## src/rtl/ppa_pkg.sv

```systemverilog
package ppa_pkg;

  // request codes carried in the low bits of the input tuser
  localparam logic [2:0] REQ_ROT_WORLD   = 3'd0;
  localparam logic [2:0] REQ_ROT_LOCAL   = 3'd1;
  localparam logic [2:0] REQ_SHIFT_WORLD = 3'd2;
  localparam logic [2:0] REQ_SHIFT_LOCAL = 3'd3;
  localparam logic [2:0] REQ_COMPUTE     = 3'd4;

  // shape codes
  localparam logic [2:0] SHAPE_BOX      = 3'd0;
  localparam logic [2:0] SHAPE_SPHERE   = 3'd1;
  localparam logic [2:0] SHAPE_CAPSULE  = 3'd2;
  localparam logic [2:0] SHAPE_CONE     = 3'd3;
  localparam logic [2:0] SHAPE_CYLINDER = 3'd4;

  localparam logic [1:0] ROW_LAST = 2'd2;

  localparam logic signed [31:0] SAT_POS = 32'sh7fff_ffff;
  localparam logic signed [31:0] SAT_NEG = 32'sh8000_0000;

  // which sum the shared multiplier is working on
  typedef enum logic [1:0] {
    PH_ROT,
    PH_SHIFT,
    PH_EXT
  } phase_e;

  // control that travels with each product through the mac
  typedef struct packed {
    phase_e     phase;
    logic [1:0] i;
    logic [1:0] m;
    logic       first;
    logic       last;
    logic       abs_mode;
    logic       keep;
    logic       halve_term;
    logic       halve_sum;
  } mac_ctl_t;

endpackage

```

## src/rtl/ppa_mac.sv

```systemverilog
module ppa_mac #(
  parameter int FRAC_BITS = 16
) (
  input  logic                         clk_i,
  input  logic                         rst_ni,
  input  logic                         issue_i,
  input  logic signed [31:0]           op_a_i,
  input  logic signed [31:0]           op_b_i,
  input  ppa_pkg::mac_ctl_t            ctl_i,
  input  logic signed [65-FRAC_BITS:0] init_i,
  output logic                         wb_valid_o,
  output ppa_pkg::mac_ctl_t            wb_ctl_o,
  output logic signed [65-FRAC_BITS:0] wb_value_o
);

  localparam int ACC_W = 66 - FRAC_BITS;

  logic                     valid_q;
  logic signed [63:0]       prod_d;
  logic signed [63:0]       prod_q;
  ppa_pkg::mac_ctl_t        ctl_q;
  logic signed [ACC_W-1:0]  init_q;
  logic signed [ACC_W-1:0]  acc_q;

  logic [63:0]              mag;
  logic [63:0]              shifted;
  logic signed [ACC_W-1:0]  term_mag;
  logic signed [ACC_W-1:0]  term_s;
  logic signed [ACC_W-1:0]  term_h;
  logic signed [ACC_W-1:0]  term;
  logic signed [ACC_W-1:0]  base;
  logic signed [ACC_W-1:0]  sum;

  // signed 32x32 product, registered before any further use
  assign prod_d = op_a_i * op_b_i;

  always_ff @(posedge clk_i or negedge rst_ni) begin
    if (!rst_ni) begin
      valid_q <= 1'b0;
    end else begin
      valid_q <= issue_i;
    end
  end

  always_ff @(posedge clk_i) begin
    if (issue_i) begin
      prod_q <= prod_d;
      ctl_q  <= ctl_i;
      init_q <= init_i;
    end
    if (valid_q) begin
      acc_q <= sum;
    end
  end

  // truncate the magnitude towards zero, then restore the sign if wanted
  always_comb begin
    mag      = prod_q[63] ? 64'(-prod_q) : 64'(prod_q);
    shifted  = mag >> FRAC_BITS;
    term_mag = ACC_W'(shifted);
    term_s   = (ctl_q.abs_mode || !prod_q[63]) ? term_mag : -term_mag;
    term_h   = ctl_q.halve_term ? (term_s >>> 1) : term_s;
    term     = ctl_q.keep ? term_h : '0;
    base     = ctl_q.first ? init_q : acc_q;
    sum      = base + term;
  end

  assign wb_valid_o = valid_q && ctl_q.last;
  assign wb_ctl_o   = ctl_q;
  assign wb_value_o = ctl_q.halve_sum ? (sum >>> 1) : sum;

endmodule

```

## config.mk

```make
export PLATFORM = sky130hd
export DESIGN_NAME = ppa_mac
export DESIGN_NICKNAME = d
export VERILOG_FILES = /design/src/rtl/ppa_pkg.sv /design/src/rtl/ppa_mac.sv
export SDC_FILE = /design/constraint.sdc
export NUM_CORES = 2
export LEC_CHECK = 0
export BUFFER_PORTS_ARGS = -buffer_cell sky130_fd_sc_hd__buf_4
export CORE_ASPECT_RATIO = 1.5
export CORE_MARGIN = 2
export CORE_UTILIZATION = 64
export CTS_CLUSTER_SIZE = 16
export DETAILED_ROUTE_END_ITERATION = 7
export GPL_TIMING_DRIVEN = 0
export HOLD_SLACK_MARGIN = 0.02
export PLACE_DENSITY = 0.82
export RECOVER_POWER = 50
export SYNTH_ARGS = -nofsm -noshare
export SYNTH_HDL_FRONTEND = slang
export SYNTH_SLANG_ARGS = --single-unit
```

## constraint.sdc

```tcl
create_clock -name clk_i -period 16.5 [get_ports clk_i]
set_input_delay 1.65 -clock clk_i [delete_from_list [all_inputs] [get_ports clk_i]]
set_output_delay 1.65 -clock clk_i [all_outputs]
set_load 0.01 [all_outputs]
```

==> flow_summary.ini <==
[placed_design]
io_buffers = 191
gp_congestion = 1.122
place_hpwl_mm = 152.9

[cts]
cts_root_buffer = clkbuf_16
numCtsBuffers = 25
ctsResizeCount = 0
postCtsSetupBuffers = 0
clock_latency_ns = 0.53
cts_hold_buf = 0
cts_tree = built
cts.clk_slew.worst_paths_ns = 0.07
cts_buffer_depth = 3
cts.sinks = 177
cts_max_level = 4

[worst_setup_path]
required_ns = 14.85
cpMaxStageDelayCell = o311ai_0
arrival_ns = 11.70
cp-end-kind = primary output
crit_family = compound AO/OA/AOI/OAI gates
path_max_fanout = 10
path_buf_inv = 7
critPathMostFrequentCell = clkbuf_1
worstSetupPathType = reg2out
crit_path_start_kind = register
max_stage_delay_ns = 1.07

[logic_synthesis]
async_flop_share_pct = 0.5650
yosysUniqueCellTypes = 71
syn-cell-area_um2 = 48200
ys_ff_latch = 177
ys_warn_count = 0
syn_nets = 6490
synth_edf_count = 176
syn_inst = 5044
avgSynthCellArea_um2 = 9.557
synth_top_flop_cell = edfxtp_1
synth-seq-area-share_pct = 11.02

[global_routing]
antenna_found_initial = 42
first_global_vias = 42660
overflow = 0
grt-busiest-layer = met2
met2_usage_pct = 80.11
grt_use_met1_pct = 50.59
grt_use_total_pct = 50.77
grt.met3_usage_pct = 16.27
grt_pass1_wl_mm = 278.0
grt_max_degree = 108

[timing]
fin_crit_ns = 13.35
fmax_mhz = 74.88
skew_ns = 0.03146
setup_tns_ns = 0
final_max_slew_viol_count = 187
hold_viol = 0
tightest_slew_ns = 5.806
setup_viol = 0
maxSlewHeadroom_pct = -287.1
finalCritPeriodShare_pct = 80.93
grt_setup_unrepaired = false

[min_path]
hold_path.class = reg2reg

[die]
start_util_pct = 64.45
die_y_um = 340.1
rows = 123
coreArea_um2 = 74790
die-width_um = 228.1
die-area_um2 = 77580
boundaryPins = 192

[outcome]
status = finished, violations left
violations = capacitance limit, slew limit

[detailed_routing]
ant_nets = 0
drcViolationCount = 0
drt-initial-drc-count = 4095
wire_per_inst_um = 30.51
wl_mm = 192.0
drtPass1Iterations = 7
avgViaCountPerCell = 6.347
dr_total_vias = 39935

[final_layout]
drive_gt1_share_pct = 6.490
area_growth_syn_to_layout_pct = 7.102
nets = 6710
num-fill-cells = 5850

[flow_run]
drv_cap = 6
[flip-flops by register name, indices dropped and copies added, names as in the netlist]
register,flops
init_q,50
wb_ctl_o,12
prod_q,64
valid_q,1
acc_q,50
[Yosys cell counts (19+ instances only)]
master	n	area (µm²)
inv_1	990	3716
a21oi_1	144	720.7
ha_1	234	2928
o21ai_0	108	540.5
and2_1	532	3328
xor2_1	58	508.0
edfxtp_1	176	5285
o31ai_1	24	180.2
mux2i_1	19	190.2
o21a_1	22	165.2
xnor2_1	121	1060
o21bai_1	24	180.2
nand4_1	25	156.4
mux2_2	90	1013
a211oi_1	33	247.7
nand3_1	49	245.2
nor3_1	32	160.2
clkbuf_1	244	915.9
nand2_1	578	2170
nor2_1	157	589.3
or3_1	20	125.1
a21o_1	57	427.9
fa_1	1083	21680
[layer usage]
layer,part of all wire (%),vias up
li1,-,15928
met1,30,19820
met2,45,2931
met3,11,1228
met4,14,28
met5,0.10,-
[cell type report]
| cell class | instances | area [µm²] | area share (%) |
|---|---|---|---|
| buffer | 259 | 982.2 | 1.902 |
| multi-input combinational | 3615 | 38190 | 73.97 |
| timing repair buffer | 193 | 1426 | 2.763 |
| inverter | 993 | 3727 | 7.220 |
| clock inverter | 6 | 55.05 | 0.1066 |
| sequential | 177 | 5310 | 10.29 |
| clock buffer | 27 | 633.1 | 1.226 |
| antenna | 22 | 55.05 | 0.1066 |
| tap | 1000 | 1251 | 2.423 |
[logic make-up (layout without fill, tap and decap cells)]
group | Yosys count | after routing | share of synthesized area (%)
simple gates | 1497 | 1497 | 15.58
fa+ha+maj | 1317 | 1317 | 51.05
buf+inv | 1252 | 1478 | 9.770
compound gates | 513 | 513 | 6.839
xor+xnor | 179 | 179 | 3.252
flops | 177 | 177 | 11.02
mux | 109 | 109 | 2.497
other cells | 0 | 22 | 0
[path summary, 6_finish.rpt]
| check | startpoint | endpoint | slack [ns] | cells after the start |
|---|---|---|---|---|
| setup reg to reg | prod_q[63]$_DFFE_PP_ | acc_q[46]$_DFFE_PP_ | 5.48 | 29 |
| min in group asynchronous | rst_ni | valid_q$_DFF_PN0_ | 0.92 | 1 |
| setup / recovery | prod_q[63]$_DFFE_PP_ | wb_value_o[46] | 3.15 | 31 |
| hold / removal | valid_q$_DFF_PN0_ | acc_q[12]$_DFFE_PP_ | 0.69 | 0 |
| hold reg to reg | valid_q$_DFF_PN0_ | acc_q[12]$_DFFE_PP_ | 0.69 | 0 |
| max in group asynchronous | rst_ni | valid_q$_DFF_PN0_ | 15.49 | 1 |
[worst register-to-register path: cells and delay by family (launching register included)]
family          cells  cell delay, ns
flops               1            0.32
buf+inv             6            3.05
simple gates        7            1.50
xor+xnor            2            0.43
compound gates     11            4.80
fa+ha+maj           2            0.47
mux                 1            0.22
[stage by stage]
stage          utilization (%)  hold WS (ns)  area [µm²]  std cells  setup slack, ns
4_1_cts                  69.03        0.6297       51630       6270            3.646
3_5_place_dp             68.11        0.6226       50940       6237            4.241
2_1_floorplan                -        0.6619       48210       5044            7.335
5_1_grt                  68.99        0.6840       51600       6280            2.545
3_3_place_gp             68.04        0.6845       50890       6235            4.233
6_report                 69.03        0.6884       51630       6292            3.146
[layout by cell type (no fill, tap or decap), types with 108 or more instances in the layout]
cell type	instances
fa_1	1082
o21ai_0	108
and2_1	532
a21oi_1	144
edfxtp_1	176
buf_4	129
ha_1	234
nand2_1	578
xnor2_1	121
inv_1	990
clkbuf_1	252
nor2_1	157
Power is not shown: default switching activity piles up to over one toggle a cycle in this logic, so the estimate is an artifact.
